--- config.mk ---
export PLATFORM = sky130hd
export DESIGN_NAME = ga_fitness_roulette_selector
export DESIGN_NICKNAME = d
export VERILOG_FILES = /design/src/rtl/gafrs_pkg.sv /design/src/rtl/gafrs_mod_unit.sv /design/src/rtl/ga_fitness_roulette_selector.sv
export SDC_FILE = /design/constraint.sdc
export NUM_CORES = 1
export LEC_CHECK = 0
export BUFFER_PORTS_ARGS = -buffer_cell sky130_fd_sc_hd__buf_2
export CAP_MARGIN = 10
export CELL_PAD_IN_SITES_DETAIL_PLACEMENT = 1
export CELL_PAD_IN_SITES_GLOBAL_PLACEMENT = 1
export CORE_UTILIZATION = 52
export DETAILED_ROUTE_END_ITERATION = 10
export PLACE_DENSITY = 0.75
export SYNTH_ARGS = -nofsm -noshare
export SYNTH_HDL_FRONTEND = slang
export SYNTH_SLANG_ARGS = --single-unit
--- constraint.sdc ---
create_clock -name clk -period 9.7 [get_ports clk]
set_input_delay 0.97 -clock clk [delete_from_list [all_inputs] [get_ports clk]]
set_output_delay 0.97 -clock clk [all_outputs]
set_load 0.02 [all_outputs]
--- src/rtl/gafrs_pkg.sv ---
`timescale 1ns / 1ps
// ----------------------------------------------------------------------------
// gafrs_pkg - shared types and constants for the fitness roulette selector
// Operation codes, sequencer states, field widths and the gene score function.
// ----------------------------------------------------------------------------
package gafrs_pkg;

  localparam int POP_SIZE     = 64;
  localparam int GENE_BITS    = 16;
  localparam int RAND_BITS    = 16;
  localparam int SCORE_W      = 5;
  localparam int SLOT_W       = 6;
  localparam int SUM_W        = 11;
  localparam int TARGET_RESET = 16;
  localparam int NIBBLES      = GENE_BITS / 4;

  typedef enum logic [1:0] {
    OP_EVAL   = 2'd0,
    OP_RECORD = 2'd1,
    OP_SELECT = 2'd2,
    OP_NONE   = 2'd3
  } op_t;

  typedef enum logic [2:0] {
    ST_IDLE,
    ST_EXEC,
    ST_MOD,
    ST_PRIME,
    ST_WALK,
    ST_FINISH
  } state_t;

  // Score of a gene is its count of one bits, summed a nibble at a time.
  function automatic logic [SCORE_W-1:0] gene_score(input logic [GENE_BITS-1:0] g);
    logic [SCORE_W-1:0] total;
    logic [2:0]         nib_cnt;
    total = '0;
    for (int n = 0; n < NIBBLES; n++) begin
      nib_cnt = 3'(g[4*n]) + 3'(g[4*n+1]) + 3'(g[4*n+2]) + 3'(g[4*n+3]);
      total   = total + SCORE_W'(nib_cnt);
    end
    return total;
  endfunction

endpackage

--- src/rtl/gafrs_mod_unit.sv ---
`timescale 1ns / 1ps
// ----------------------------------------------------------------------------
// gafrs_mod_unit - iterative remainder unit
// Restoring division, one dividend bit per cycle; returns the remainder only.
// ----------------------------------------------------------------------------
module gafrs_mod_unit
  import gafrs_pkg::*;
(
  input  logic                 clk,
  input  logic                 rst,
  input  logic                 start,
  input  logic [RAND_BITS-1:0] dividend,
  input  logic [SUM_W-1:0]     divisor,
  output logic                 done,
  output logic [SUM_W-1:0]     remainder
);

  localparam int CNT_W = $clog2(RAND_BITS);
  localparam logic [CNT_W-1:0] CNT_LAST = CNT_W'(RAND_BITS - 1);

  logic                 busy;
  logic [CNT_W-1:0]     count;
  logic [RAND_BITS-1:0] dvd;
  logic [SUM_W-1:0]     dsr;
  logic [SUM_W-1:0]     rem;
  logic [SUM_W:0]       trial;
  logic [SUM_W-1:0]     rem_next;

  // The partial remainder stays below the divisor, so one subtract per step.
  always_comb begin
    trial = {rem, dvd[RAND_BITS-1]};
    if (trial >= {1'b0, dsr}) begin
      rem_next = SUM_W'(trial - {1'b0, dsr});
    end else begin
      rem_next = trial[SUM_W-1:0];
    end
  end

  always_ff @(posedge clk) begin
    if (rst) begin
      busy <= 1'b0;
      done <= 1'b0;
    end else begin
      done <= 1'b0;
      if (start) begin
        busy <= 1'b1;
      end else if (busy && count == CNT_LAST) begin
        busy <= 1'b0;
        done <= 1'b1;
      end
    end
  end

  always_ff @(posedge clk) begin
    if (start) begin
      count <= '0;
      rem   <= '0;
      dvd   <= dividend;
      dsr   <= divisor;
    end else if (busy) begin
      count <= count + 1'b1;
      rem   <= rem_next;
      dvd   <= {dvd[RAND_BITS-2:0], 1'b0};
    end
  end

  assign remainder = rem;

endmodule

--- src/rtl/ga_fitness_roulette_selector.sv ---
`timescale 1ns / 1ps
// ----------------------------------------------------------------------------
// ga_fitness_roulette_selector - fitness table with roulette-wheel selection
// Scores genes, keeps total, best, worst and ideal statistics, picks parents.
// ----------------------------------------------------------------------------
// The block takes one request at a time. An evaluate request scores a 16-bit
// gene as its count of one bits, a record request supplies the fitness
// directly; both store the fitness in a 64-entry table and update the running
// total (saturating at 2047), the best and worst entries (earlier entry wins
// a tie) and a sticky ideal flag holding the latest entry equal to
// target_score. A set first flag clears these statistics before the request
// acts. A select request reduces random_word modulo the total and walks the
// table from entry 0 for the first entry whose running sum exceeds that
// value; a zero total returns entry 0 with empty_error set. Store requests,
// unused op codes and zero-total selects go from the execute state straight
// to the finish state, which loads the result. Any other select first runs
// the remainder unit, which retires one random bit per cycle; then a prime
// state starts the table read and, as the table has one read port, the walk
// visits one entry per cycle. The next request can be accepted on the cycle
// after the result is loaded. s_tready is high only while the sequencer is
// idle; a finished result sits in the output register and the next request
// may be accepted while it waits. A result that finds the previous one still
// unaccepted holds the sequencer until that one is taken. Entries never
// written must not be reached by a select walk.
module ga_fitness_roulette_selector
  import gafrs_pkg::*;
(
  input  logic         clk,
  input  logic         rst,
  // Request stream
  input  logic         s_tvalid,
  output logic         s_tready,
  // {random_word[43:28], given_score[27:23], genome[22:7], slot[6:1], first[0]}
  input  logic [47:0]  s_tdata,
  // {op[1:0]}
  input  logic [1:0]   s_tuser,
  // Result stream
  output logic         m_tvalid,
  input  logic         m_tready,
  // {empty_error[51], chosen_slot[50:45], score_sum[44:34], worst_score[33:29],
  //  worst_slot[28:23], best_score[22:18], best_slot[17:12], ideal_slot[11:6],
  //  ideal_seen[5], score[4:0]}
  output logic [55:0]  m_tdata,
  // Configuration: target_score
  input  logic         cfg_valid,
  output logic         cfg_ready,
  input  logic [4:0]   cfg_data
);

  localparam logic [SUM_W-1:0] SUM_MAX = {SUM_W{1'b1}};
  localparam logic [SLOT_W-1:0] SLOT_LAST = SLOT_W'(POP_SIZE - 1);

  state_t state, state_next;

  // Target register
  logic [SCORE_W-1:0] target_score;

  // Latched request
  op_t                  item_op;
  logic                 item_first;
  logic [SLOT_W-1:0]    item_slot;
  logic [GENE_BITS-1:0] item_genome;
  logic [SCORE_W-1:0]   item_given;
  logic [RAND_BITS-1:0] item_rand;

  // Statistics
  logic [SUM_W-1:0]   sum;
  logic               best_v, worst_v, ideal_v;
  logic [SLOT_W-1:0]  best_slot, worst_slot, ideal_slot;
  logic [SCORE_W-1:0] best_score, worst_score;

  logic [SUM_W-1:0]   sum_next;
  logic               best_v_next, worst_v_next, ideal_v_next;
  logic [SLOT_W-1:0]  best_slot_next, worst_slot_next, ideal_slot_next;
  logic [SCORE_W-1:0] best_score_next, worst_score_next;

  // Per-request result
  logic [SCORE_W-1:0] item_score;
  logic               do_store;
  logic [SCORE_W-1:0] res_score;
  logic [SLOT_W-1:0]  res_chosen;
  logic               res_err;

  // Score table and walk
  logic [SCORE_W-1:0] score_mem [POP_SIZE];
  logic [SCORE_W-1:0] mem_q;
  logic [SLOT_W-1:0]  walk_addr;
  logic [SLOT_W-1:0]  walk_idx;
  logic [SUM_W:0]     cum;
  logic [SUM_W:0]     cum_next;
  logic               walk_hit;

  // Remainder unit
  logic               div_start;
  logic               div_done;
  logic [SUM_W-1:0]   div_rem;

  logic               out_free;
  logic               mem_we;

  assign cfg_ready = 1'b1;
  assign out_free  = !m_tvalid || m_tready;

  always_ff @(posedge clk) begin
    if (rst) begin
      target_score <= SCORE_W'(TARGET_RESET);
    end else if (cfg_valid && cfg_ready) begin
      target_score <= cfg_data;
    end
  end

  // Capture the request when it is accepted.
  always_ff @(posedge clk) begin
    if (s_tvalid && s_tready) begin
      item_op     <= op_t'(s_tuser);
      item_first  <= s_tdata[0];
      item_slot   <= s_tdata[6:1];
      item_genome <= s_tdata[22:7];
      item_given  <= s_tdata[27:23];
      item_rand   <= s_tdata[43:28];
    end
  end

  // Statistics update: optional clear, then the store of this request.
  always_comb begin
    item_score = (item_op == OP_EVAL) ? gene_score(item_genome) : item_given;
    do_store   = (item_op == OP_EVAL || item_op == OP_RECORD) &&
                 ({1'b0, item_slot} < (SLOT_W+1)'(POP_SIZE));

    sum_next         = item_first ? '0 : sum;
    best_v_next      = item_first ? 1'b0 : best_v;
    best_slot_next   = best_slot;
    best_score_next  = best_score;
    worst_v_next     = item_first ? 1'b0 : worst_v;
    worst_slot_next  = worst_slot;
    worst_score_next = worst_score;
    ideal_v_next     = item_first ? 1'b0 : ideal_v;
    ideal_slot_next  = ideal_slot;

    if (do_store) begin
      if (item_score == target_score) begin
        ideal_v_next    = 1'b1;
        ideal_slot_next = item_slot;
      end
      if (!best_v_next || item_score > best_score) begin
        best_v_next     = 1'b1;
        best_slot_next  = item_slot;
        best_score_next = item_score;
      end
      if (!worst_v_next || item_score < worst_score) begin
        worst_v_next     = 1'b1;
        worst_slot_next  = item_slot;
        worst_score_next = item_score;
      end
      if (({1'b0, sum_next} + (SUM_W+1)'(item_score)) > {1'b0, SUM_MAX}) begin
        sum_next = SUM_MAX;
      end else begin
        sum_next = sum_next + SUM_W'(item_score);
      end
    end
  end

  always_ff @(posedge clk) begin
    if (rst) begin
      sum     <= '0;
      best_v  <= 1'b0;
      worst_v <= 1'b0;
      ideal_v <= 1'b0;
    end else if (state == ST_EXEC) begin
      sum     <= sum_next;
      best_v  <= best_v_next;
      worst_v <= worst_v_next;
      ideal_v <= ideal_v_next;
    end
  end

  always_ff @(posedge clk) begin
    if (state == ST_EXEC) begin
      best_slot   <= best_slot_next;
      best_score  <= best_score_next;
      worst_slot  <= worst_slot_next;
      worst_score <= worst_score_next;
      ideal_slot  <= ideal_slot_next;
    end
  end

  // Score table: one write port, one registered read port for the walk.
  always_ff @(posedge clk) begin
    if (mem_we) begin
      score_mem[item_slot] <= item_score;
    end
    mem_q <= score_mem[walk_addr];
  end

  gafrs_mod_unit u_mod (
    .clk       (clk),
    .rst       (rst),
    .start     (div_start),
    .dividend  (item_rand),
    .divisor   (sum_next),
    .done      (div_done),
    .remainder (div_rem)
  );

  assign cum_next = cum + (SUM_W+1)'(mem_q);
  assign walk_hit = (cum_next > {1'b0, div_rem}) || (walk_idx == SLOT_LAST);

  // Walk bookkeeping and per-request result.
  always_ff @(posedge clk) begin
    unique case (state)
      ST_EXEC: begin
        res_score  <= (item_op == OP_EVAL || item_op == OP_RECORD) ? item_score : '0;
        res_chosen <= '0;
        res_err    <= (item_op == OP_SELECT) && (sum_next == '0);
        walk_addr  <= '0;
      end
      ST_PRIME: begin
        walk_addr <= walk_addr + 1'b1;
        walk_idx  <= '0;
        cum       <= '0;
      end
      ST_WALK: begin
        walk_addr <= walk_addr + 1'b1;
        walk_idx  <= walk_idx + 1'b1;
        cum       <= cum_next;
        if (walk_hit) begin
          res_chosen <= walk_idx;
        end
      end
      default: begin
      end
    endcase
  end

  // Next state.
  always_comb begin
    state_next = state;
    unique case (state)
      ST_IDLE: begin
        if (s_tvalid) state_next = ST_EXEC;
      end
      ST_EXEC: begin
        if (item_op == OP_SELECT && sum_next != '0) state_next = ST_MOD;
        else state_next = ST_FINISH;
      end
      ST_MOD: begin
        if (div_done) state_next = ST_PRIME;
      end
      ST_PRIME: begin
        state_next = ST_WALK;
      end
      ST_WALK: begin
        if (walk_hit) state_next = ST_FINISH;
      end
      ST_FINISH: begin
        if (out_free) state_next = ST_IDLE;
      end
      default: begin
        state_next = ST_IDLE;
      end
    endcase
  end

  // Sequencer outputs.
  always_comb begin
    s_tready  = 1'b0;
    div_start = 1'b0;
    mem_we    = 1'b0;
    unique case (state)
      ST_IDLE: s_tready = 1'b1;
      ST_EXEC: begin
        mem_we    = do_store;
        div_start = (item_op == OP_SELECT) && (sum_next != '0);
      end
      default: begin
      end
    endcase
  end

  always_ff @(posedge clk) begin
    if (rst) begin
      state <= ST_IDLE;
    end else begin
      state <= state_next;
    end
  end

  // Result register.
  always_ff @(posedge clk) begin
    if (rst) begin
      m_tvalid <= 1'b0;
    end else if (state == ST_FINISH && out_free) begin
      m_tvalid <= 1'b1;
    end else if (m_tready) begin
      m_tvalid <= 1'b0;
    end
  end

  always_ff @(posedge clk) begin
    if (state == ST_FINISH && out_free) begin
      m_tdata <= {4'b0000,
                  res_err,
                  res_chosen,
                  sum,
                  worst_v ? worst_score : '0,
                  worst_v ? worst_slot : '0,
                  best_v ? best_score : '0,
                  best_v ? best_slot : '0,
                  ideal_v ? ideal_slot : '0,
                  ideal_v,
                  res_score};
    end
  end

`ifndef SYNTHESIS
  // The walk only runs against a nonzero total, with the remainder below it.
  a_walk_rem: assert property (@(posedge clk) disable iff (rst)
    (state == ST_WALK) |-> (sum != '0 && div_rem < sum))
    else $error("walk running with a remainder not below the total");

  // The remainder unit finishes only while the sequencer waits for it.
  a_div_done: assert property (@(posedge clk) disable iff (rst)
    div_done |-> (state == ST_MOD))
    else $error("remainder unit finished outside the modulo step");

  // A zero-total select reports entry 0.
  a_err_slot: assert property (@(posedge clk) disable iff (rst)
    (m_tvalid && m_tdata[51]) |-> (m_tdata[50:45] == '0 && m_tdata[44:34] == '0))
    else $error("empty error reported with a chosen entry or a nonzero total");

  // No request is taken while a previous one is still being worked on.
  a_one_item: assert property (@(posedge clk) disable iff (rst)
    (s_tvalid && s_tready) |=> (state == ST_EXEC))
    else $error("accepted request did not enter execution");
`endif

endmodule
==> results.sh, run 1 <==
export IMPL_status="finished with violations"
export IMPL_violations="DRC"
export IMPL_worstReg2RegStart="item_genome[11]"
export IMPL_crit_arrival_ns=8.63
export IMPL_final_max_slew_violation_count=0
export IMPL_postRouteAntennaNets=0
export IMPL_powerDensity_mw_per_mm2=283
export IMPL_drive_gt1_share_pct=21.9
export IMPL_yosysSeqAreaShare_pct=69.5
export IMPL_grt_util_all_layers_pct=23.7
export IMPL_r2r_cells=23
export IMPL_cts_hold_fix_buffers=0
export IMPL_globalplace_congestion=0.822
export IMPL_cts_buffers=57
export IMPL_cp_required_ns=10.06
export IMPL_layout_setup_ws_ns=1.43
export IMPL_cts_tree="built"
export IMPL_synth_cell_types=70
export IMPL_grt_pass1_wl_um=79600
export IMPL_rsz0062_at_grt="no"
export IMPL_fmax_ghz=0.121
export IMPL_grt_max_degree=73
export IMPL_syn2layout_area_growth_pct=13.0
export IMPL_pin_count=119
export IMPL_p_int_w=0.00512
export IMPL_multiInputGateArea_sq_mm=0.00659
export IMPL_drv_cap=0
export IMPL_hp_class="register to register"
export IMPL_p_sw_share_pct=31.3
export IMPL_holdPathEnd="m_tdata[48]"
export IMPL_postCtsResizedCells=0
export IMPL_n_fill_cell=4013
export IMPL_drc=2
export IMPL_p_leak_nw=9.06
export IMPL_chipHeight_um=214
export IMPL_path_class="register to register"
export IMPL_clkTransAtPathRegs_ns=0.07
export IMPL_clock_sinks=554
export IMPL_synth_top_area_share_pct=65.6
export IMPL_port_buffers=109
export IMPL_synth_edf_count=509
export IMPL_dp_hpwl_um=33500
export IMPL_report_final_hold_viol_count=0
export IMPL_finalSetupViolCount=0
export IMPL_core_area_sq_mm=0.0442
export IMPL_synthTopCellsByCount="edfxtp_1, nor2_1, mux4_2"
export IMPL_relSlewSlack_pct=19.7
export IMPL_die_area_sq_mm=0.0456
export IMPL_layout_min_cycle_time_ns=8.27
export IMPL_seqPwrFrac_pct=43.9
export IMPL_regArea_sq_mm=0.0162
export IMPL_netlist_instances=1414
export IMPL_drtPass1Iterations=8
export IMPL_finish_net_count=1658
export IMPL_hp_start="res_chosen[3]"
export IMPL_switchingPower_w=0.00234
export IMPL_startpoint="item_genome[11]"
export IMPL_tightest_slew_ns=1.20
export IMPL_clk_latency_ns=0.64
export IMPL_num_rows=77
export IMPL_r2r_end="u_mod.dvd[15]"
export IMPL_grt_overflow_total=0
export IMPL_cp_max_fo=69
export IMPL_cp_start_kind="register"
export IMPL_yosysTopAreaCell="edfxtp_1"
export IMPL_power_w=0.00745
export IMPL_timing_final_crit_share_pct=85.3
export IMPL_ys_async_sr_fraction_pct=0
export IMPL_root_buffer="clkbuf_16"
export IMPL_ir_drop_v=0.000237
export IMPL_synthTopCellsByArea="edfxtp_1, mux4_2, dfxtp_1, ha_1, nor2_1"
export IMPL_pre_cts_ws_ns=1.52
export IMPL_ys_ff_latch=554
export IMPL_drt_initial_drc_count=824
export IMPL_clockBufferDepth=3
export IMPL_antenna_found_initial=1
export IMPL_power_clock_fraction_pct=28.9
export IMPL_yosys_warnings=0
export IMPL_start_util_pct=52.7
export IMPL_endpoint_kind="register"
export IMPL_routedWlPerCell_um=23.9
export IMPL_drt_wl_total_um=52100
export IMPL_die_w_um=214
export IMPL_comb_power_share_pct=27.2
export IMPL_syn_area_sq_mm=0.0233
export IMPL_avgSynthCellArea_sq_um=16.5
export IMPL_synthFlopType="edfxtp_1"
export IMPL_grt_pass1_vias=13578
export IMPL_synth_most_common_cell="edfxtp_1"
export IMPL_skew_ns=0.0331
export IMPL_vias=12494
export IMPL_cts_htree_levels=2
export IMPL_drt_vias_per_instance=5.73
export IMPL_fin_tns_setup_ns=0
export IMPL_postCtsSetupBuffers=0
export IMPL_r2r_slack_ns=1.43
export IMPL_min_path_cells=0
## placed cells by master, fill, tap and decap left out, drive strengths merged, types with 6 or more instances in the layout
master,count
ha,47
fa,13
mux2i,13
clkinv,26
and2,38
buf,125
dfxtp,45
nand2b,13
and3,14
xnor2,20
o31ai,6
nand3,21
nand4,9
mux4,105
o21ai,19
nor2b,20
xor2,15
mux2,17
nor2,155
nand2,45
inv,79
a21oi,43
a31oi,6
clkbuf,67
nor3,11
edfxtp,509
a211oi,18
## flip-flops by register name, indices dropped and copies added, names as in the netlist, 6 cells and up
| name | cells |
|---|---|
| worst_slot | 6 |
| item_slot | 6 |
| best_slot | 6 |
| walk_addr | 6 |
| u_mod.dvd | 16 |
| score_mem | 320 |
| sum | 11 |
| cum | 12 |
| item_genome | 16 |
| ideal_slot | 6 |
| u_mod.dsr | 11 |
| m_tdata | 52 |
| item_rand | 16 |
| u_mod.remainder | 11 |
| res_chosen | 6 |
| walk_idx | 6 |
## cells by family (layout without fill, tap and decap cells)
| kind of cell | count (synthesis) | after routing | share of synthesized area [%] |
|---|---|---|---|
| xor gates and xnor gates | 35 | 35 | 1.32 |
| DFF | 554 | 554 | 69.5 |
| adders and majority gates | 60 | 60 | 3.64 |
| other | 2 | 6 | 0.0323 |
| AOI/OAI and AO/OA | 130 | 130 | 3.73 |
| muxes | 135 | 135 | 11.7 |
| buffers and inverters | 137 | 306 | 2.37 |
| and+or+nand+nor | 361 | 361 | 7.65 |
## per-layer routing
layer / routed length (um) / vias up / track usage [%]
li1: - / 5660 / -
met1: 21400 / 6493 / 29.5
met2: 27100 / 258 / 41.9
met4: 1460 / 0 / 8.74
met3: 2170 / 83 / 3.51
met5: 0 / - / 0
## power by group through the flow
stage                     Combinational (W)  Sequential, W  Clock (W)
after floorplan                     0.00139        0.00328          0
after global placement              0.00193        0.00331          0
after detailed placement            0.00203        0.00332          0
after CTS                           0.00205        0.00328    0.00219
after global routing                0.00223        0.00330    0.00227
final                               0.00203        0.00327    0.00215
## metrics by stage
step                hold slack [ns]  instance area (sq um)  util, %  instances
floorplan                     0.400                  23300        -       1417
global route                  0.426                  26300     59.5       2179
finish                        0.417                  26300     59.5       2179
CTS                           0.419                  26300     59.4       2177
detailed placement            0.405                  24400     55.3       2070
global placement              0.402                  24400     55.3       2070
## final cells by class
class | count | share of cell area, %
antenna | 1 | 0.00951
clock buffer | 67 | 5.57
clock inverter | 40 | 1.43
inverter | 74 | 1.06
multi-input combinational | 726 | 25.0
sequential | 554 | 61.5
tap | 592 | 2.82
timing repair buffer | 125 | 2.54
## worst max path at each step
stage,end,cells after the start,slack [ns]
CTS,u_mod.dvd[15],23,1.40
global placement,u_mod.dvd[1],23,1.93
global route,u_mod.dvd[15],23,1.00
finish,u_mod.dvd[15],23,1.43
floorplan,u_mod.dvd[10],22,2.00
detailed placement,u_mod.dvd[1],23,1.52
## critical path, cell delays in order (launching register included)
cell,delay [ns]
edfxtp_1,0.40
fa_1,0.60
inv_1,0.09
fa_1,0.54
fa_1,0.46
fa_1,0.50
inv_1,0.04
ha_1,0.21
fa_1,0.49
mux2i_1,0.10
buf_4,0.21
inv_2,0.05
buf_4,0.55
ha_1,0.27
a211o_1,0.18
nand2_1,0.13
a2111oi_0,0.71
a211oi_2,0.17
a31oi_1,0.47
a311oi_2,0.10
a31oi_2,0.40
nand2_2,0.13
inv_2,0.80
mux2_1,0.39
(Power assumes the default switching activity.)
==> inputs of run 2 (changes only) <==
--- a/config.mk
+++ b/config.mk
@@ -9,9 +9,10 @@
 export CAP_MARGIN = 10
 export CELL_PAD_IN_SITES_DETAIL_PLACEMENT = 1
 export CELL_PAD_IN_SITES_GLOBAL_PLACEMENT = 1
-export CORE_UTILIZATION = 52
+export CORE_UTILIZATION = 54
+export CTS_BUF_LIST = sky130_fd_sc_hd__clkbuf_4
 export DETAILED_ROUTE_END_ITERATION = 10
-export PLACE_DENSITY = 0.75
+export PLACE_DENSITY = 0.78
 export SYNTH_ARGS = -nofsm -noshare
 export SYNTH_HDL_FRONTEND = slang
 export SYNTH_SLANG_ARGS = --single-unit
==> constraint.sdc (replaced) <==
create_clock -name clk -period 7.81 [get_ports clk]
set_input_delay 0.781 -clock clk [delete_from_list [all_inputs] [get_ports clk]]
set_output_delay 0.781 -clock clk [all_outputs]
set_load 0.02 [all_outputs]
==> run 2 against run 1 <==
  * The flow now finishes without violations
  * Critical endpoint is now u_mod.dsr[0]
  * Core utilization is 3.8 points higher
  * Combinational power is 28% higher
  * Via count grew 9.1%
  * Largest power group unchanged
  * Cell area increased by 1.6%
==> results.sh, run 2 (synthesis gave the netlist of run 1 again) <==
export IMPL_fmax_ghz=0.134
export IMPL_grt_max_degree=71
export IMPL_path_class="register to register"
export IMPL_power_clock_fraction_pct=27.4
export IMPL_top_regs="score_mem x320, m_tdata x52"
export IMPL_regMostFlops="score_mem"
export IMPL_num_rows=75
export IMPL_final_cell_mix="edfxtp_1, clkbuf_4, nor2_1"
export IMPL_routedWlPerCell_um=25.3
export IMPL_tightest_slew_ns=1.22
export IMPL_grt_pass1_vias=14826
export IMPL_postRouteAntennaNets=0
export IMPL_cts_htree_levels=4
export IMPL_met1_length_um=23200
export IMPL_routed_wl_met2_um=31100
export IMPL_report_final_hold_viol_count=0
export IMPL_clock_sinks=554
export IMPL_largest_register_ff_count=320
export IMPL_worstReg2RegStart="item_genome[0]"
export IMPL_status="completed"
export IMPL_r2r_end="u_mod.dsr[0]"
export IMPL_port_buffers=109
export IMPL_globalplace_congestion=0.805
export IMPL_n_fill_cell=3840
export IMPL_drv_cap=0
export IMPL_place_area_sq_mm=0.0244
export IMPL_antenna_found_initial=4
export IMPL_drt_initial_drc_count=1013
export IMPL_holdPathEnd="target_score[0]"
export IMPL_comb_power_share_pct=28.2
export IMPL_ir_drop_v=0.000272
export IMPL_hold_ws_ns=0.106
export IMPL_final_common_cell="edfxtp_1"
export IMPL_p_int_w=0.00617
export IMPL_start_util_pct=55.1
export IMPL_final_max_slew_violation_count=0
export IMPL_hp_class="primary input to register"
export IMPL_finish_net_count=1796
export IMPL_pin_count=119
export IMPL_finalSetupViolCount=0
export IMPL_clockBufferDepth=3
export IMPL_regArea_sq_mm=0.0162
export IMPL_powerDensity_mw_per_mm2=344
export IMPL_multiInputGateArea_sq_mm=0.00659
export IMPL_cp_required_ns=8.38
export IMPL_grt_overflow_total=0
export IMPL_cp_max_fo=27
export IMPL_grt_util_all_layers_pct=27.5
export IMPL_clk_latency_ns=0.95
export IMPL_die_area_sq_mm=0.0440
export IMPL_dp_hpwl_um=34100
export IMPL_postCtsSetupBuffers=0
export IMPL_root_buffer="clkbuf_4"
export IMPL_finish_instance_area_sq_mm=0.0267
export IMPL_drtPass1Iterations=4
export IMPL_seqPwrFrac_pct=44.4
export IMPL_cts_buffers=141
export IMPL_r2r_slack_ns=0.37
export IMPL_wl_met3_um=2790
export IMPL_drt_wl_total_um=58700
export IMPL_skew_ns=0.0578
export IMPL_syn2layout_area_growth_pct=14.7
export IMPL_grt_pass1_wl_um=88600
export IMPL_die_w_um=210
export IMPL_hp_start="cfg_data[0]"
export IMPL_switchingPower_w=0.00303
export IMPL_drt_vias_per_instance=5.88
export IMPL_drive_gt1_share_pct=27.7
export IMPL_chipHeight_um=210
export IMPL_endpoint_kind="register"
export IMPL_p_sw_share_pct=32.9
export IMPL_crit_arrival_ns=8.01
export IMPL_drc=0
export IMPL_clkTransAtPathRegs_ns=0.08
export IMPL_vias=13628
export IMPL_layout_min_cycle_time_ns=7.44
export IMPL_cp_start_kind="register"
export IMPL_r2r_cells=23
export IMPL_fin_tns_setup_ns=0
export IMPL_p_leak_nw=9.46
export IMPL_timing_final_crit_share_pct=95.2
export IMPL_min_path_cells=3
export IMPL_relSlewSlack_pct=18.7
export IMPL_rsz0062_at_grt="no"
export IMPL_highest_layer="met4"
export IMPL_cts_tree="built"
export IMPL_core_area_sq_mm=0.0422
## run 2: cell types whose count changed in the layout (fill, tap and decap cells not counted), moves of 6 or more
cell,change
buf_4,+6
clkbuf_1,-10
clkbuf_16,-57
clkbuf_4,+205
clkinv_1,+6
dlygate4sd3_1,+48
## run 2: critical path, cell delays in order (launching register included)
cell       delay [ns]
edfxtp_1         0.36
inv_1            0.07
fa_1             0.51
fa_1             0.60
fa_1             0.47
fa_1             0.50
inv_1            0.05
ha_1             0.21
fa_1             0.42
xnor2_1          0.19
nor2_1           0.07
a21oi_1          0.34
inv_2            0.08
ha_1             0.39
o21a_1           0.19
nand2_1          0.13
a2111oi_1        0.51
a211oi_2         0.16
a31oi_1          0.46
nor4_2           0.12
a31oi_2          0.39
nand2_2          0.14
clkinv_2         0.32
buf_4            0.42
## run 2: cell type report
cell class	instances	share of cell area (%)
Multi-Input combinational cell	726	24.7
Antenna cell	6	0.0562
Clock inverter	34	0.862
Clock buffer	205	5.76
Timing Repair Buffer	179	4.50
Inverter	74	1.04
Tap cell	539	2.52
Sequential cell	554	60.6
## run 2: worst max path at each step
stage / start / to / slack [ns] / depth (start not counted)
3_3_place_gp: item_genome[11] / u_mod.dsr[2] / 0.69 / 23
5_1_grt: item_genome[0] / u_mod.done / 0.06 / 24
6_report: item_genome[0] / u_mod.dsr[0] / 0.37 / 23
2_1_floorplan: item_genome[11] / u_mod.dvd[10] / 0.11 / 22
3_5_place_dp: item_genome[0] / u_mod.dsr[2] / 0.36 / 23
4_1_cts: item_genome[11] / u_mod.dsr[0] / 0.29 / 23
## run 2: layer usage
metal | GRT usage [%] | vias up
met1 | 33.4 | 7059
met5 | 0 | -
met4 | 12.7 | 0
met3 | 6.34 | 116
met2 | 47.0 | 448
li1 | - | 6005
## run 2: metrics by stage
stage	setup WS, ns	std cells	util, %	power (W)
2_1_floorplan	0.109	1417	-	0.00580
3_3_place_gp	0.693	2021	57.8	0.00652
3_5_place_dp	0.362	2021	57.8	0.00667
4_1_cts	0.286	2308	63.1	0.00919
5_1_grt	0.0639	2317	63.3	0.00964
6_report	0.374	2317	63.3	0.00920
## run 2: repair_timing
item	4_1_cts	5_1_grt
hold endpoints to repair	48	0
hold buffers	48	0
gates resized for setup	0	3
endpoints found under the setup margin	0	27
## run 2: power groups by stage
stage               Combinational (W)  Sequential, W  Clock (W)
global route                  0.00283        0.00411    0.00270
global placement              0.00239        0.00413          0
detailed placement            0.00254        0.00414          0
CTS                           0.00258        0.00408    0.00253
finish                        0.00259        0.00408    0.00252
floorplan                     0.00173        0.00407          0
==> inputs of run 3 (changes only) <==
--- a/config.mk
+++ b/config.mk
@@ -7,12 +7,12 @@
 export LEC_CHECK = 0
 export BUFFER_PORTS_ARGS = -buffer_cell sky130_fd_sc_hd__buf_2
 export CAP_MARGIN = 10
-export CELL_PAD_IN_SITES_DETAIL_PLACEMENT = 1
-export CELL_PAD_IN_SITES_GLOBAL_PLACEMENT = 1
-export CORE_UTILIZATION = 54
+export CORE_MARGIN = 1
+export CORE_UTILIZATION = 63
 export CTS_BUF_LIST = sky130_fd_sc_hd__clkbuf_4
 export DETAILED_ROUTE_END_ITERATION = 10
 export PLACE_DENSITY = 0.78
+export REMOVE_ABC_BUFFERS = 1
 export SYNTH_ARGS = -nofsm -noshare
 export SYNTH_HDL_FRONTEND = slang
 export SYNTH_SLANG_ARGS = --single-unit
==> run 3 against run 2 <==
  * Core utilization grew 8.2 points
  * Critical path depth is the same
  * Clock skew grew 0.0067 ns
  * Largest power group unchanged
  * Register-to-register slack gained 0.22 ns
  * Cell area shrank 2.3%
  * Highest routed layer unchanged
  * First-iteration DRC count shrank 3.6%
==> results.sh, run 3 (synthesis gave the netlist of run 1 again) <==
export IMPL_r2r_end="u_mod.dsr[6]"
export IMPL_p_int_w=0.00617
export IMPL_vias=13117
export IMPL_finalSetupViolCount=0
export IMPL_cp_buffers_inverters=5
export IMPL_cp_start_kind="register"
export IMPL_largest_register_ff_count=320
export IMPL_cts_hold_fix_buffers=0
export IMPL_power_clock_fraction_pct=27.2
export IMPL_cts_tree="built"
export IMPL_crit_arrival_ns=7.69
export IMPL_rsz0062_at_grt="no"
export IMPL_drt_wl_total_um=47600
export IMPL_final_common_cell="edfxtp_1"
export IMPL_postCtsResizedCells=0
export IMPL_cts_htree_levels=4
export IMPL_cp_endpoint="u_mod.dsr[6]"
export IMPL_final_cell_mix="edfxtp_1, clkbuf_4, nor2_1"
export IMPL_comb_power_share_pct=27.6
export IMPL_powerDensity_mw_per_mm2=345
export IMPL_layout_setup_ws_ns=0.597
export IMPL_final_util_pct=71.5
export IMPL_chipHeight_um=194
export IMPL_grt_pass1_wl_um=75000
export IMPL_relSlewSlack_pct=18.9
export IMPL_grt_max_degree=74
export IMPL_final_max_slew_violation_count=0
export IMPL_status="completed"
export IMPL_fmax_ghz=0.139
export IMPL_num_rows=70
export IMPL_worstReg2RegStart="item_genome[11]"
export IMPL_drc=0
export IMPL_crit_path_cell_trace="fa_1, inv_1, fa_1, fa_1, fa_1, inv_1, ha_1, fa_1, xnor2_1, nor2_1, a21oi_1, inv_2, ha_1, o21a_1, nand2_1, a2111oi_0, a211oi_2, a31oi_1, a311oi_2, a31oi_2, nand2_2, inv_2, buf_4"
export IMPL_cp_max_fo=22
export IMPL_routedWlPerCell_um=21.8
export IMPL_regMostFlops="score_mem"
export IMPL_cts_buffers=136
export IMPL_layout_min_cycle_time_ns=7.21
export IMPL_finish_instance_area_sq_mm=0.0261
export IMPL_hp_class="primary input to register"
export IMPL_path_class="register to register"
export IMPL_startpoint="item_genome[11]"
export IMPL_core_area_sq_mm=0.0365
export IMPL_die_area_sq_mm=0.0377
export IMPL_r2r_slack_ns=0.60
export IMPL_n_fill_cell=2249
export IMPL_dp_hpwl_um=29900
export IMPL_port_buffers=109
export IMPL_clockBufferDepth=3
export IMPL_place_area_sq_mm=0.0243
export IMPL_endpoint_kind="register"
export IMPL_pin_count=119
export IMPL_die_w_um=194
export IMPL_power_w=0.00899
export IMPL_drv_cap=0
export IMPL_globalplace_congestion=0.917
export IMPL_clock_sinks=554
export IMPL_timing_final_crit_share_pct=92.4
export IMPL_drt_vias_per_instance=6.00
export IMPL_cpPeakStageDelay_ns=0.61
export IMPL_path_common_cell="fa_1"
export IMPL_finish_net_count=1740
export IMPL_skew_ns=0.0644
export IMPL_clk_latency_ns=0.85
export IMPL_top_regs="score_mem x320, m_tdata x52"
export IMPL_start_util_pct=63.8
export IMPL_crit_slowest_cell="a2111oi_0"
export IMPL_postCtsSetupBuffers=0
export IMPL_drtPass1Iterations=5
export IMPL_worst_path_stages=23
export IMPL_syn2layout_area_growth_pct=12.1
export IMPL_r2r_cells=23
export IMPL_grt_util_all_layers_pct=26.5
export IMPL_cp_top_family="adder cells"
export IMPL_drive_gt1_share_pct=28.3
export IMPL_p_sw_share_pct=31.4
export IMPL_p_leak_nw=9.25
export IMPL_antenna_found_initial=1
export IMPL_grt_overflow_total=0
export IMPL_clkTransAtPathRegs_ns=0.07
export IMPL_pre_cts_ws_ns=0.639
export IMPL_drt_initial_drc_count=977
export IMPL_report_final_hold_viol_count=0
export IMPL_tightest_slew_ns=1.22
export IMPL_cp_required_ns=8.29
export IMPL_seqPwrFrac_pct=45.3
export IMPL_switchingPower_w=0.00282
export IMPL_postRouteAntennaNets=0
export IMPL_ir_drop_v=0.000279
export IMPL_grt_pass1_vias=13693
export IMPL_root_buffer="clkbuf_4"
[run 3: metrics by stage]
stage | setup TNS, ns | instances | hold slack, ns
2_1_floorplan | -3.47 | 1354 | 0.400
3_3_place_gp | 0 | 1949 | 0.401
3_5_place_dp | 0 | 1949 | 0.405
4_1_cts | 0 | 2185 | 0.0457
5_1_grt | 0 | 2187 | 0.0645
6_report | 0 | 2187 | 0.124
[run 3: cell type report]
type	instances	area (sq um)	share of cell area, %
clock buffers	207	1550	5.95
multi-input cells	726	6590	25.2
inverters	74	278	1.06
diodes	1	2.50	0.00959
clock inverters	29	218	0.834
repair buffers	128	688	2.64
well taps	468	586	2.24
flip-flops and latches	554	16200	62.0
[run 3: metal layers]
layer  vias up  GRT usage [%]  share of wire (%)  routed length [um]
li1       5914              -                  -                   -
met1      6478           34.7                 40               19000
met2       613           42.9                 50               23700
met3       112           6.58                7.8                3700
met4         0           10.9                2.7                1280
met5         -              0                  0                   0
[run 3: worst min path at each step]
| stage | from | to | slack [ns] | depth (start not counted) |
|---|---|---|---|---|
| after detailed placement | res_chosen[4] | m_tdata[49] | 0.40 | 0 |
| after global routing | s_tdata[37] | item_rand[9] | 0.06 | 1 |
| after floorplan | res_score[0] | m_tdata[0] | 0.40 | 0 |
| final | s_tdata[26] | item_given[3] | 0.12 | 1 |
| after CTS | s_tdata[19] | item_genome[12] | 0.05 | 1 |
| after global placement | res_chosen[2] | m_tdata[47] | 0.40 | 0 |
[run 3: power groups by stage]
| stage | logic (W) | clock network [W] | registers, W |
|---|---|---|---|
| final | 0.00248 | 0.00244 | 0.00407 |
| after global routing | 0.00273 | 0.00263 | 0.00410 |
| after CTS | 0.00248 | 0.00250 | 0.00407 |
| after detailed placement | 0.00247 | 0 | 0.00413 |
| after global placement | 0.00236 | 0 | 0.00412 |
| after floorplan | 0.00162 | 0 | 0.00419 |
